File: src/rtl/fbpa_pkg.sv
package fbpa_pkg;

  // field widths
  localparam int unsigned SIZE_W  = 17;
  localparam int unsigned COUNT_W = 7;
  localparam int unsigned DATA_W  = 32;
  localparam int unsigned IDX_W   = 6;
  localparam int unsigned OFF_W   = 22;

  // built pool capacity
  localparam int unsigned NUM_BLOCKS_DEF = 64;

  // register reset values
  localparam logic [SIZE_W-1:0]  SIZE_RST  = SIZE_W'(64);
  localparam logic [COUNT_W-1:0] COUNT_RST = COUNT_W'(64);

  // configuration register indexes
  localparam int unsigned CFG_IDX_W = 1;
  localparam logic [CFG_IDX_W-1:0] CFG_BLOCK_SIZE  = 1'b0;
  localparam logic [CFG_IDX_W-1:0] CFG_BLOCK_COUNT = 1'b1;

  // request kinds
  localparam logic MODE_ALLOC = 1'b0;
  localparam logic MODE_FREE  = 1'b1;

  typedef struct packed {
    logic              mode;
    logic [DATA_W-1:0] free_offset;
    logic              is_null;
  } req_t;

  typedef struct packed {
    logic             ok;
    logic [IDX_W-1:0] block_index;
    logic [OFF_W-1:0] block_offset;
  } rsp_t;

endpackage

File: src/rtl/fixed_block_pool_allocator.sv
// First-fit allocator over a pool of fixed-size blocks, one free flag per block.
// A request is taken when start is high and busy is low; its single result is
// shown on rsp_o for one cycle with done_o high, and cannot be held off, so the
// receiver must capture it in that cycle. An allocate scans the flag memory one
// block per cycle up to the effective block count (block_count capped at
// NUM_BLOCKS) and grants the first free block, else fails. A free runs a
// restoring divider of the offset by block_size, one quotient bit per cycle; a
// null free skips the divider. After reset the flag memory is swept to all free,
// one block per cycle, with busy high; configuration writes are taken during the
// sweep. Configuration is to be written only when idle; the block does not
// enforce it.
module fixed_block_pool_allocator #(
  parameter int unsigned NUM_BLOCKS = fbpa_pkg::NUM_BLOCKS_DEF
) (
  input  logic                                 clk_i,
  input  logic                                 rst_ni,
  input  logic                                 start,
  output logic                                 busy,
  input  fbpa_pkg::req_t                       req_i,
  output logic                                 done_o,
  output fbpa_pkg::rsp_t                       rsp_o,
  input  logic                                 cfg_we_i,
  input  logic [fbpa_pkg::CFG_IDX_W-1:0]       cfg_idx_i,
  input  logic [fbpa_pkg::SIZE_W-1:0]          cfg_wdata_i
);
  import fbpa_pkg::*;

  localparam int unsigned IW  = (NUM_BLOCKS > 1) ? $clog2(NUM_BLOCKS) : 1;
  localparam int unsigned CW  = $clog2(NUM_BLOCKS + 1);
  localparam int unsigned DCW = $clog2(DATA_W);
  localparam logic [IW-1:0]  LAST_BLK = IW'(NUM_BLOCKS - 1);
  localparam logic [DCW-1:0] LAST_BIT = DCW'(DATA_W - 1);

  typedef enum logic [2:0] {
    ST_CLEAR,
    ST_IDLE,
    ST_SCAN,
    ST_DIV,
    ST_FREE_CHK
  } state_e;

  state_e             state_q;
  logic [SIZE_W-1:0]  size_q;
  logic [COUNT_W-1:0] count_q;
  logic [IW-1:0]      clr_q;
  logic [IW-1:0]      scan_idx_q;
  logic [IW-1:0]      chk_idx_q;
  logic               chk_vld_q;
  logic               rd_data_q;
  logic [SIZE_W-1:0]  rem_q;
  logic [DATA_W-1:0]  quot_q;
  logic [DCW-1:0]     div_cnt_q;
  logic               null_q;
  logic               done_q;
  rsp_t               rsp_q;

  // free flag memory
  logic               flags_mem [NUM_BLOCKS];

  logic [SIZE_W-1:0]  eff_size;
  logic [CW-1:0]      eff_count;
  logic               scan_hit;
  logic               scan_last;
  logic [SIZE_W:0]    rem_shift;
  logic               rem_ge;
  logic [SIZE_W:0]    rem_diff;
  logic               free_in_range;
  logic [IW+SIZE_W-1:0] grant_prod;
  logic               mem_we;
  logic [IW-1:0]      mem_waddr;
  logic               mem_wdata;

  // effective register values
  assign eff_size  = (size_q == '0) ? SIZE_W'(1) : size_q;
  assign eff_count = (32'(count_q) > 32'(NUM_BLOCKS)) ? CW'(NUM_BLOCKS) : CW'(count_q);

  // scan compare
  assign scan_hit  = chk_vld_q && rd_data_q;
  assign scan_last = (CW'(chk_idx_q) == eff_count - CW'(1));

  // one restoring division step
  assign rem_shift = {rem_q, quot_q[DATA_W-1]};
  assign rem_ge    = (rem_shift >= {1'b0, eff_size});
  assign rem_diff  = rem_shift - {1'b0, eff_size};

  assign free_in_range = !null_q && (quot_q < DATA_W'(eff_count));

  // byte offset of the granted block
  assign grant_prod = {{SIZE_W{1'b0}}, chk_idx_q} * {{IW{1'b0}}, eff_size};

  // single write port of the flag memory
  always_comb begin
    mem_we    = 1'b0;
    mem_waddr = clr_q;
    mem_wdata = 1'b1;
    case (state_q)
      ST_CLEAR: begin
        mem_we = 1'b1;
      end
      ST_SCAN: begin
        mem_we    = scan_hit && (eff_count != '0);
        mem_waddr = chk_idx_q;
        mem_wdata = 1'b0;
      end
      ST_FREE_CHK: begin
        mem_we    = free_in_range;
        mem_waddr = quot_q[IW-1:0];
      end
      default: begin
        mem_we = 1'b0;
      end
    endcase
  end

  always_ff @(posedge clk_i) begin
    if (mem_we) begin
      flags_mem[mem_waddr] <= mem_wdata;
    end
  end

  always_ff @(posedge clk_i) begin
    rd_data_q <= flags_mem[scan_idx_q];
  end

  // sequencer, configuration and result registers
  always_ff @(posedge clk_i or negedge rst_ni) begin
    if (!rst_ni) begin
      state_q    <= ST_CLEAR;
      size_q     <= SIZE_RST;
      count_q    <= COUNT_RST;
      clr_q      <= '0;
      scan_idx_q <= '0;
      chk_idx_q  <= '0;
      chk_vld_q  <= 1'b0;
      rem_q      <= '0;
      quot_q     <= '0;
      div_cnt_q  <= '0;
      null_q     <= 1'b0;
      done_q     <= 1'b0;
      rsp_q      <= '0;
    end else begin
      done_q <= 1'b0;

      // configuration writes
      if (cfg_we_i) begin
        case (cfg_idx_i)
          CFG_BLOCK_SIZE:  size_q  <= cfg_wdata_i;
          CFG_BLOCK_COUNT: count_q <= cfg_wdata_i[COUNT_W-1:0];
          default: ;
        endcase
      end

      case (state_q)
        ST_CLEAR: begin
          clr_q <= clr_q + IW'(1);
          if (clr_q == LAST_BLK) begin
            state_q <= ST_IDLE;
          end
        end

        ST_IDLE: begin
          if (start) begin
            quot_q     <= req_i.free_offset;
            rem_q      <= '0;
            div_cnt_q  <= '0;
            null_q     <= req_i.is_null;
            scan_idx_q <= '0;
            chk_vld_q  <= 1'b0;
            if (req_i.mode == MODE_FREE) begin
              state_q <= req_i.is_null ? ST_FREE_CHK : ST_DIV;
            end else begin
              state_q <= ST_SCAN;
            end
          end
        end

        ST_SCAN: begin
          chk_idx_q <= scan_idx_q;
          chk_vld_q <= 1'b1;
          if (scan_idx_q != LAST_BLK) begin
            scan_idx_q <= scan_idx_q + IW'(1);
          end
          if (eff_count == '0) begin
            rsp_q   <= '0;
            done_q  <= 1'b1;
            state_q <= ST_IDLE;
          end else if (scan_hit) begin
            rsp_q.ok           <= 1'b1;
            rsp_q.block_index  <= IDX_W'(chk_idx_q);
            rsp_q.block_offset <= OFF_W'(grant_prod);
            done_q             <= 1'b1;
            state_q            <= ST_IDLE;
          end else if (chk_vld_q && scan_last) begin
            rsp_q   <= '0;
            done_q  <= 1'b1;
            state_q <= ST_IDLE;
          end
        end

        ST_DIV: begin
          rem_q     <= rem_ge ? rem_diff[SIZE_W-1:0] : rem_shift[SIZE_W-1:0];
          quot_q    <= {quot_q[DATA_W-2:0], rem_ge};
          div_cnt_q <= div_cnt_q + DCW'(1);
          if (div_cnt_q == LAST_BIT) begin
            state_q <= ST_FREE_CHK;
          end
        end

        ST_FREE_CHK: begin
          rsp_q.ok           <= free_in_range;
          rsp_q.block_index  <= free_in_range ? quot_q[IDX_W-1:0] : '0;
          rsp_q.block_offset <= '0;
          done_q             <= 1'b1;
          state_q            <= ST_IDLE;
        end

        default: begin
          state_q <= ST_IDLE;
        end
      endcase
    end
  end

  assign busy   = (state_q != ST_IDLE);
  assign done_o = done_q;
  assign rsp_o  = rsp_q;

endmodule

File: config.mk
export PLATFORM = sky130hd
export DESIGN_NAME = fixed_block_pool_allocator
export DESIGN_NICKNAME = d
export VERILOG_FILES = /design/src/rtl/fbpa_pkg.sv /design/src/rtl/fixed_block_pool_allocator.sv
export SDC_FILE = /design/constraint.sdc
export NUM_CORES = 1
export LEC_CHECK = 0
export BUFFER_PORTS_ARGS = -buffer_cell sky130_fd_sc_hd__buf_4
export CAP_MARGIN = 20
export CORE_MARGIN = 3
export CORE_UTILIZATION = 50
export DETAILED_ROUTE_END_ITERATION = 12
export PLACE_DENSITY = 0.73
export SYNTH_ARGS = -nofsm -noshare
export SYNTH_HDL_FRONTEND = slang
export SYNTH_SLANG_ARGS = --single-unit
File: constraint.sdc
create_clock -name clk_i -period 4.5 [get_ports clk_i]
set_clock_uncertainty 0.1 [all_clocks]
set_input_delay 0.45 -clock clk_i [delete_from_list [all_inputs] [get_ports clk_i]]
set_output_delay 0.45 -clock clk_i [all_outputs]
set_load 0.01 [all_outputs]
After elaboration in Yosys (flattened, before gate mapping)
Memory sizes are Yosys's and may differ from the RTL's. A register that Yosys moved wholly into a read port is not among the register bits.
Index checks and enable logic that the tools add are counted.
{ "totals": {"romBits": 0, "mem_bits_rw": 64, "ff_bits": 131, "latch_bits": 0, "in_bits": 56, "memories": 1, "wordCells": 97} }
{ "classes": {"order_cmp": 3, "muxes": 37, "multipliers": 1, "n_eq_ne": 14, "n_bitwise": 1, "div_mod_pow": 0, "addsub": 5, "n_reduce_logical": 20, "n_shift": 0} }
{ "mem_list": {"columns": ["memory", "depth", "word_bits", "read_ports", "rd_clocked_by_memory_dff", "wr", "line_no", "rtl"], "rows": [
  ["flags_mem", 64, 1, 1, 1, 1, "fixed_block_pool_allocator.sv:58", "logic flags_mem [NUM_BLOCKS];"]
]} }
{ "ops": {"columns": ["operator", "n"], "rows": [
  ["29-bit two-way mux", 3],
  ["32-bit case mux with 2 select lines", 1],
  ["29-bit case mux with 2 select lines", 1],
  ["17-bit two-way mux", 3],
  ["17-bit case mux with 2 select lines", 1],
  ["32-bit by 7-bit < comparator with 1-bit output", 1],
  ["32-bit two-way mux", 1],
  ["3-bit two-way mux", 8],
  ["6-bit case mux with 2 select lines", 2],
  ["6-bit by 17-bit multiplier with 22-bit output", 1],
  ["18-bit by 17-bit greater-or-equal comparator with 1-bit output", 1],
  ["6-bit two-way mux", 3],
  ["17-bit zero test", 1],
  ["17-bit subtractor", 1],
  ["6-bit by 1-bit adder with 6-bit output, second input constant", 2],
  ["3-bit case mux with 4 select lines", 1],
  ["2-bit AND reduction", 6],
  ["5-bit case mux with 2 select lines", 1],
  ["2-bit != test, second input constant", 4],
  ["6-bit by 7-bit equality test with 1-bit output", 1],
  ["7-bit greater-than comparator, second input constant", 1],
  ["7-bit zero test", 1],
  ["1-bit two-way mux", 7],
  ["7-bit two-way mux", 1],
  ["other kinds (21)", 28]
]} }

Logic depth before layout (Yosys ltp)
Gate-level depths: netlist of the first run.
{ "depth": {"ltp_word": 9, "depth_mapped": 19, "depth_no_buf": 19} }

Worst setup path before layout of the first run
OpenSTA, ideal clock, no wires.
{ "synth_path": {"path_type": "register to register", "startpoint": "register size_q[14]", "endpoint": "register rsp_q, in the netlist rsp_o[20]", "arrival_ns": 4.588, "setup_time_ns": 0.124, "setup_slack_ns": -0.312, "path_stages_with_launch": 18, "period_less_slack_ns": 4.812, "n_path_buf": 0, "cell_sequence": "dfrtp_1 > nor4_1 > nand2_1 > nor4_1 > a41o_1 > nand2_1 > fa_1 > fa_1 > fa_1 > inv_1 > ha_1 > o21a_1 > a21oi_1 > o211ai_1 > a221oi_1 > a2111oi_0 > a41o_1 > a211o_1"} }
{ "synth_via": {"elab_chain_len": 6} }
{ "synth_rtl": {"columns": ["element", "line_no", "rtl"], "rows": [
  ["start: declaration", "fixed_block_pool_allocator.sv:43", "logic [SIZE_W-1:0] size_q;"],
  ["start signal: assignment", "fixed_block_pool_allocator.sv:147", "CFG_BLOCK_SIZE: size_q <= cfg_wdata_i;"],
  ["17-bit zero test", "fixed_block_pool_allocator.sv:74", "assign eff_size = (size_q == '0) ? SIZE_W'(1) : size_q;"],
  ["17-bit two-way mux *", "fixed_block_pool_allocator.sv:74", null],
  ["6-bit by 17-bit multiplier with 22-bit output *", "fixed_block_pool_allocator.sv:89", "assign grant_prod = {{SIZE_W{1'b0}}, chk_idx_q} * {{IW{1'b0}}, eff_size};"],
  ["29-bit two-way mux *", "fixed_block_pool_allocator.sv:187", "end else if (scan_hit) begin"],
  ["29-bit two-way mux *", "fixed_block_pool_allocator.sv:183", "if (eff_count == '0) begin"],
  ["29-bit case mux with 2 select lines *", "fixed_block_pool_allocator.sv:153", "case (state_q)"],
  ["end: declaration", "fixed_block_pool_allocator.sv:55", "rsp_t rsp_q;"]
]} }
Every way passes the cells marked *; elsewhere a longest branch is shown, timed or not.
A chain may end at the register's enable or synchronous reset.

Worst setup path in the final report of the first run
{ "layout_path": {"startpoint": "register size_q[0]", "endpoint": "register rsp_q, in the netlist rsp_o[20]"} }
Same word-level chain as after synthesis.

==> impl_metrics.env, run 1 <==
export IMPL_clkSinkCount=196
export IMPL_max_cap_viol_count=0
export IMPL_utilization_pct=59.61
export IMPL_synth_seq_cells=196
export IMPL_finalWorstSetupSlack_ns=-0.3126
export IMPL_clock_root_buffer="clkbuf_16"
export IMPL_final_max_slew_violation_count=0
export IMPL_yosys_top_cells_area="dfrtp_1 (25%), edfxtp_1 (15%), fa_1 (9.3%)"
export IMPL_postCtsHoldBufs=0
export IMPL_via_count=10390
export IMPL_rsz0062_at_grt="true"
export IMPL_antenna_found_initial=0
export IMPL_dieWidth_um=168.2
export IMPL_coreArea_um2=25540
export IMPL_min_period_over_period_pct=106.9
export IMPL_wire_per_inst_um=17.92
export IMPL_power_mw=8.811
export IMPL_p_leak_nw=6.930
export IMPL_critPathMaxStageDelay_ns=0.52
export IMPL_grt_pass1_wl_um=52860
export IMPL_wirelength_um=32380
export IMPL_synth_area_leader_cell="dfrtp_1"
export IMPL_io_buffers=86
export IMPL_synth_common_cells="nand2_1 (167), nor2_1 (154), dfrtp_1 (129), inv_1 (114), and2_1 (96)"
export IMPL_cts_tree="done"
export IMPL_yosysMostFrequentCell="nand2_1"
export IMPL_gp_congestion=0.8775
export IMPL_path_cells="nor4_2 > nand2_1 > nor4_4 > a41o_1 > nand2_1 > fa_1 > fa_1 > fa_1 > inv_2 > ha_4 > o21a_1 > a21oi_2 > o211ai_1 > a221oi_2 > a2111oi_1 > a41o_1 > a211o_1"
export IMPL_clk_latency_ns=0.46
export IMPL_vdd_drop_max_uv=305.6
export IMPL_clock_fmax_mhz=207.8
export IMPL_area_delta_synth_final_pct=15.73
export IMPL_criticalPathCategory="register to register"
export IMPL_dp_slack_ns=-0.4498
export IMPL_holdWs_ns=-0.005001
export IMPL_worstPathArrival_ns=5.07
export IMPL_critical_path_slowest_cell="fa_1"
export IMPL_grtUsageTotal_pct=23.24
export IMPL_die_y_um=168.2
export IMPL_die_area_um2=28300
export IMPL_synth_cells=1352
export IMPL_crit_path_start_kind="register"
export IMPL_finalHoldViolations=5
export IMPL_dr_pass1_iters=5
export IMPL_worst_pin_slew_ns=0.9875
export IMPL_synth_edff_count=64
export IMPL_grt_max_degree=101
export IMPL_drc=0
export IMPL_syn_nets=1527
export IMPL_yosysUniqueCellTypes=75
export IMPL_status="finished, violations left"
export IMPL_path_buf_inv=1
export IMPL_max_slew_margin_pct=33.87
export IMPL_async_flop_share_pct=66.84
export IMPL_avgViaCountPerCell=5.751
export IMPL_cts_max_path_buffers=2
export IMPL_violations="hold timing, setup timing"
export IMPL_required_ns=4.75
export IMPL_critical_path_top_delay_family="compound AO/OA/AOI/OAI gates"
export IMPL_clk_transition_reported_paths_ns=0.09
export IMPL_fill_cells=2185
export IMPL_htreeDepth=4
export IMPL_nets=1639
export IMPL_ys_warn_count=0
export IMPL_grt_overflow=0
export IMPL_syn_avg_cell_area_um2=9.732
export IMPL_setup_viol=7
export IMPL_start_util_pct=51.51
export IMPL_finalSetupTns_ns=-1.461
export IMPL_drtAntennaViolNets=0
export IMPL_yosysTopAreaCellShare_pct=24.53
export IMPL_cts_buffers=17
export IMPL_num_rows=58
export IMPL_yosysSeqAreaShare_pct=39.69
export IMPL_dp_hpwl_um=22890
export IMPL_synth_area_um2=13160
export IMPL_worstPathMaxFanout=3
export IMPL_hold_path_class="input pin to async pin"
export IMPL_endpoint_kind="register"
export IMPL_drt_iter0_markers=932
export IMPL_antenna_cells=0
export IMPL_crit_path_frequent_cell="fa_1"
export IMPL_drive_above_1_share_pct=18.08
export IMPL_grt_pass1_vias=10360
export IMPL_finalCriticalPeriod_ns=4.813
export IMPL_ys_flop_type="dfrtp_1"
export IMPL_io_pins=87
export IMPL_p_per_area_nw_per_um2=578.6
==> path summary, 6_finish.rpt <==
check,startpoint,endpoint,slack (ns),cells past startpoint
worst max-delay path,size_q[0],rsp_o[20],-0.31,17
worst min-delay path,rst_ni,rsp_o[28],-0.005,1
worst max register to register,size_q[0],rsp_o[20],-0.31,17
worst min register to register,rsp_o[28],rsp_o[28],0.39,1
max in group asynchronous,rst_ni,quot_q[24],3.26,2
min in group clk_i,cfg_wdata_i[11],size_q[11],0.12,3
==> state kept, by name, summed over array words and instances (netlist names) <==
name and cells:
rsp_o 29, rd_data_q 1, count_q 7, size_q 17
scan_idx_q 6, clr_q 6, chk_vld_q 1, quot_q 32
flags_mem 64, state_q 3, chk_idx_q 6, rem_q 17
null_q 1, div_cnt_q 5, done_o 1
==> metrics by stage <==
| step | cells | hold slack (ns) | instance area (um2) |
|---|---|---|---|
| 6_report | 1807 | -0.005001 | 15230 |
| 5_1_grt | 1807 | 0.06378 | 15230 |
| 4_1_cts | 1804 | 0.02722 | 15150 |
| 3_5_place_dp | 1770 | 0.3764 | 14500 |
| 3_3_place_gp | 1770 | 0.3643 | 14500 |
| 2_1_floorplan | 1352 | 0.05441 | 13190 |
==> repair_timing <==
action                                  4_1_cts  5_1_grt
gates resized for setup                       8       15
buffers inserted                              2        3
endpoints found under the setup margin       10       16
pin swaps                                     5        4
cloned                                        0        0
==> layout make-up <==
type / instances / area [um2] / area share, %
inverters: 116 / 435.4 / 2.859
flip-flops and latches: 196 / 5226 / 34.32
repair buffers: 156 / 1179 / 7.740
well taps: 330 / 412.9 / 2.712
clock inverters: 15 / 187.7 / 1.233
multi-input cells: 977 / 7361 / 48.34
clock buffers: 17 / 425.4 / 2.794
==> per-layer routing <==
layer  track usage, %  share of wire, %
met1            31.20                43
met2            38.96                50
met3            4.461               5.7
met4            6.226               1.7
met5                0                 0
==> placed cells by master, fill, tap and decap left out, types with 9 or more instances in the layout <==
master / instances
a211oi_1: 9
a21o_1: 11
a21oi_1: 35
a22o_1: 18
a31oi_1: 34
and2_1: 96
buf_4: 154
clkbuf_16: 17
dfrtp_1: 126
edfxtp_1: 64
fa_1: 61
ha_1: 57
inv_1: 113
mux2_2: 10
mux2i_1: 9
mux4_2: 21
nand2_1: 165
nand3_1: 43
nand4_1: 10
nor2_1: 154
nor2b_1: 9
o211ai_1: 15
o21ai_0: 42
o21ai_1: 9
xnor2_1: 23
xor2_1: 20
==> report_power, final <==
group	switching (mW)	internal, mW
registers	0.497	2.39
clock network	0.831	0.765
logic	2.52	1.81
total	3.85	4.96
==> logic make-up after synthesis <==
| family | after synthesis | share of synthesized area [%] |
|---|---|---|
| muxes | 40 | 5.135 |
| and+or+nand+nor | 536 | 19.31 |
| DFF | 196 | 39.69 |
| AOI/OAI and AO/OA | 238 | 12.70 |
| buffers and inverters | 179 | 5.325 |
| adders and majority gates | 119 | 14.80 |
| xor gates and xnor gates | 44 | 3.033 |
(Power assumes the default switching activity.)
==> run 2: changes to the inputs <==
CORE_UTILIZATION = 56   (was 50)
PLACE_DENSITY = 0.81   (was 0.73)
==> run 2 against run 1 <==
Net effect: the run ends with setup timing left; sequential power is 1% higher; routed wire length is 2.7% higher; critical path depth stayed put; clock power is 4% higher; total power is 1.7% higher; count of clock-buffer cells in the layout stayed put; register-to-register slack worse by 0.03 ns; worst setup slack worse by 0.033 ns; fmax is 0.68% lower; first-iteration DRC count is 6.5% lower; flip-flop and latch count stayed put; die area is 10% lower; critical path type unchanged.
==> impl_metrics.env, run 2 (synthesis gave the netlist of run 1 again) <==
export IMPL_via_count=10610
export IMPL_antenna_cells=0
export IMPL_start_util_pct=57.59
export IMPL_htreeDepth=4
export IMPL_finalHoldViolations=0
export IMPL_hold_path_class="input pin to register"
export IMPL_critPathMaxStageDelay_ns=0.51
export IMPL_grt_max_degree=74
export IMPL_finalCriticalPeriod_ns=4.846
export IMPL_layout_common_cells="nand2_1 (165), nor2_1 (153), buf_4 (152), dfrtp_1 (129), inv_1 (112)"
export IMPL_max_flop_register="flags_mem"
export IMPL_gp_congestion=0.8942
export IMPL_max_cap_viol_count=0
export IMPL_path_cells="nor4_2 > nand2_1 > nor4_2 > a41o_1 > nand2_1 > fa_1 > fa_1 > fa_1 > inv_2 > ha_4 > a211o_1 > a21oi_2 > o211ai_1 > a221oi_2 > a2111oi_1 > a41o_1 > a211o_1"
export IMPL_nets=1642
export IMPL_coreArea_um2=22850
export IMPL_cts_max_path_buffers=2
export IMPL_clock_fmax_mhz=206.4
export IMPL_final_max_slew_violation_count=0
export IMPL_drc=0
export IMPL_area_delta_synth_final_pct=16.52
export IMPL_met2_length_um=16950
export IMPL_antenna_found_initial=0
export IMPL_die_area_um2=25370
export IMPL_vdd_drop_max_uv=342.1
export IMPL_dr_pass1_iters=7
export IMPL_finalWorstSetupSlack_ns=-0.3457
export IMPL_wire_per_inst_um=18.54
export IMPL_endpoint_kind="register"
export IMPL_clk_transition_reported_paths_ns=0.09
export IMPL_clock_root_buffer="clkbuf_16"
export IMPL_criticalPathCategory="register to register"
export IMPL_io_buffers=86
export IMPL_min_period_over_period_pct=107.7
export IMPL_clk_latency_ns=0.45
export IMPL_stdcell_count=1793
export IMPL_grt_pass1_wl_um=54520
export IMPL_crit_path_frequent_cell="fa_1"
export IMPL_drive_above_1_share_pct=18.38
export IMPL_p_leak_nw=7.006
export IMPL_wl_met3_um=2385
export IMPL_wl_met1_um=13030
export IMPL_final_common_cell="nand2_1"
export IMPL_clkSinkCount=196
export IMPL_worstPathMaxFanout=4
export IMPL_worstPathArrival_ns=5.08
export IMPL_rsz0062_at_grt="true"
export IMPL_largest_register_ffs=64
export IMPL_avgViaCountPerCell=5.919
export IMPL_required_ns=4.74
export IMPL_crit_path_start_kind="register"
export IMPL_placedCellCount=1748
export IMPL_worst_pin_slew_ns=0.9305
export IMPL_io_pins=87
export IMPL_status="finished, violations left"
export IMPL_max_slew_margin_pct=37.97
export IMPL_grt_pass1_vias=10770
export IMPL_drt_iter0_markers=871
export IMPL_grt_overflow=0
export IMPL_dieWidth_um=159.3
export IMPL_cts_buffers=17
export IMPL_setup_viol=10
export IMPL_wirelength_um=33240
export IMPL_grtUsageTotal_pct=26.54
export IMPL_die_y_um=159.3
export IMPL_cts_tree="done"
export IMPL_critical_path_slowest_cell="fa_1"
export IMPL_top_layer="met4"
export IMPL_dp_hpwl_um=23230
export IMPL_violations="setup timing"
export IMPL_p_per_area_nw_per_um2=584.5
export IMPL_num_rows=55
export IMPL_finalSetupTns_ns=-2.123
export IMPL_dp_slack_ns=-0.4656
export IMPL_drtAntennaViolNets=0
## run 2: worst paths after layout
kind                                startpoint    endpoint  slack, ns  depth (start not counted)
worst max-delay path                 size_q[0]   rsp_o[20]      -0.35                         17
worst min-delay path            cfg_wdata_i[9]   size_q[9]        0.1                          3
worst max register to register       size_q[0]   rsp_o[20]      -0.35                         17
worst min register to register       rsp_o[20]   rsp_o[20]       0.39                          1
max in group asynchronous               rst_ni  quot_q[20]       2.93                          3
min in group asynchronous               rst_ni    rsp_o[4]       0.40                          2
## run 2: per-layer routing
metal,vias up,global-route usage (%)
li1,4888,-
met1,5233,33.90
met2,414,45.20
met3,78,5.749
met4,0,8.993
met5,-,0
## run 2: layout make-up
type                    instances  area (um2)
clock buffers                  17       425.4
clock inverters                15       212.7
fillers                      1747        7516
inverters                     116       435.4
multi-input cells             977        7416
flip-flops and latches        196        5223
well taps                     313       391.6
repair buffers                159        1227
## run 2: critical path: cells and delay by family (launching register included)
kind | cells | cell delay [ns]
adder cells (fa/ha/maj) | 4 | 1.59
AND/OR/NAND/NOR | 4 | 0.72
flip-flops | 1 | 0.39
AO/OA/AOI/OAI | 8 | 1.85
buffers and inverters | 1 | 0.05
## run 2: metrics by stage
stage / hold WS, ns / total power, mW / utilization [%] / cell area (um2)
2_1_floorplan: 0.05441 / 5.833 / - / 13190
3_3_place_gp: 0.3015 / 7.026 / 63.25 / 14450
3_5_place_dp: 0.3064 / 7.195 / 63.25 / 14450
4_1_cts: 0.09204 / 8.935 / 66.92 / 15290
5_1_grt: 0.1000 / 9.597 / 67.10 / 15330
6_report: 0.09517 / 8.961 / 67.10 / 15330
## run 2: power breakdown
| group | switching, mW | internal, mW | total [mW] |
|---|---|---|---|
| combinational | 2.54 | 1.83 | 4.37 |
| sequential | 0.538 | 2.39 | 2.93 |
| clock | 0.835 | 0.826 | 1.66 |
| total | 3.91 | 5.05 | 8.96 |
## run 2: timing repair
item | CTS | global route
endpoints found under the hold margin | 44 | 0
resized for setup | 24 | 13
endpoints found under the setup margin | 11 | 14
gates cloned | 0 | 0
pin swaps | 19 | 11
hold buffers | 1 | 0
setup buffers | 15 | 3
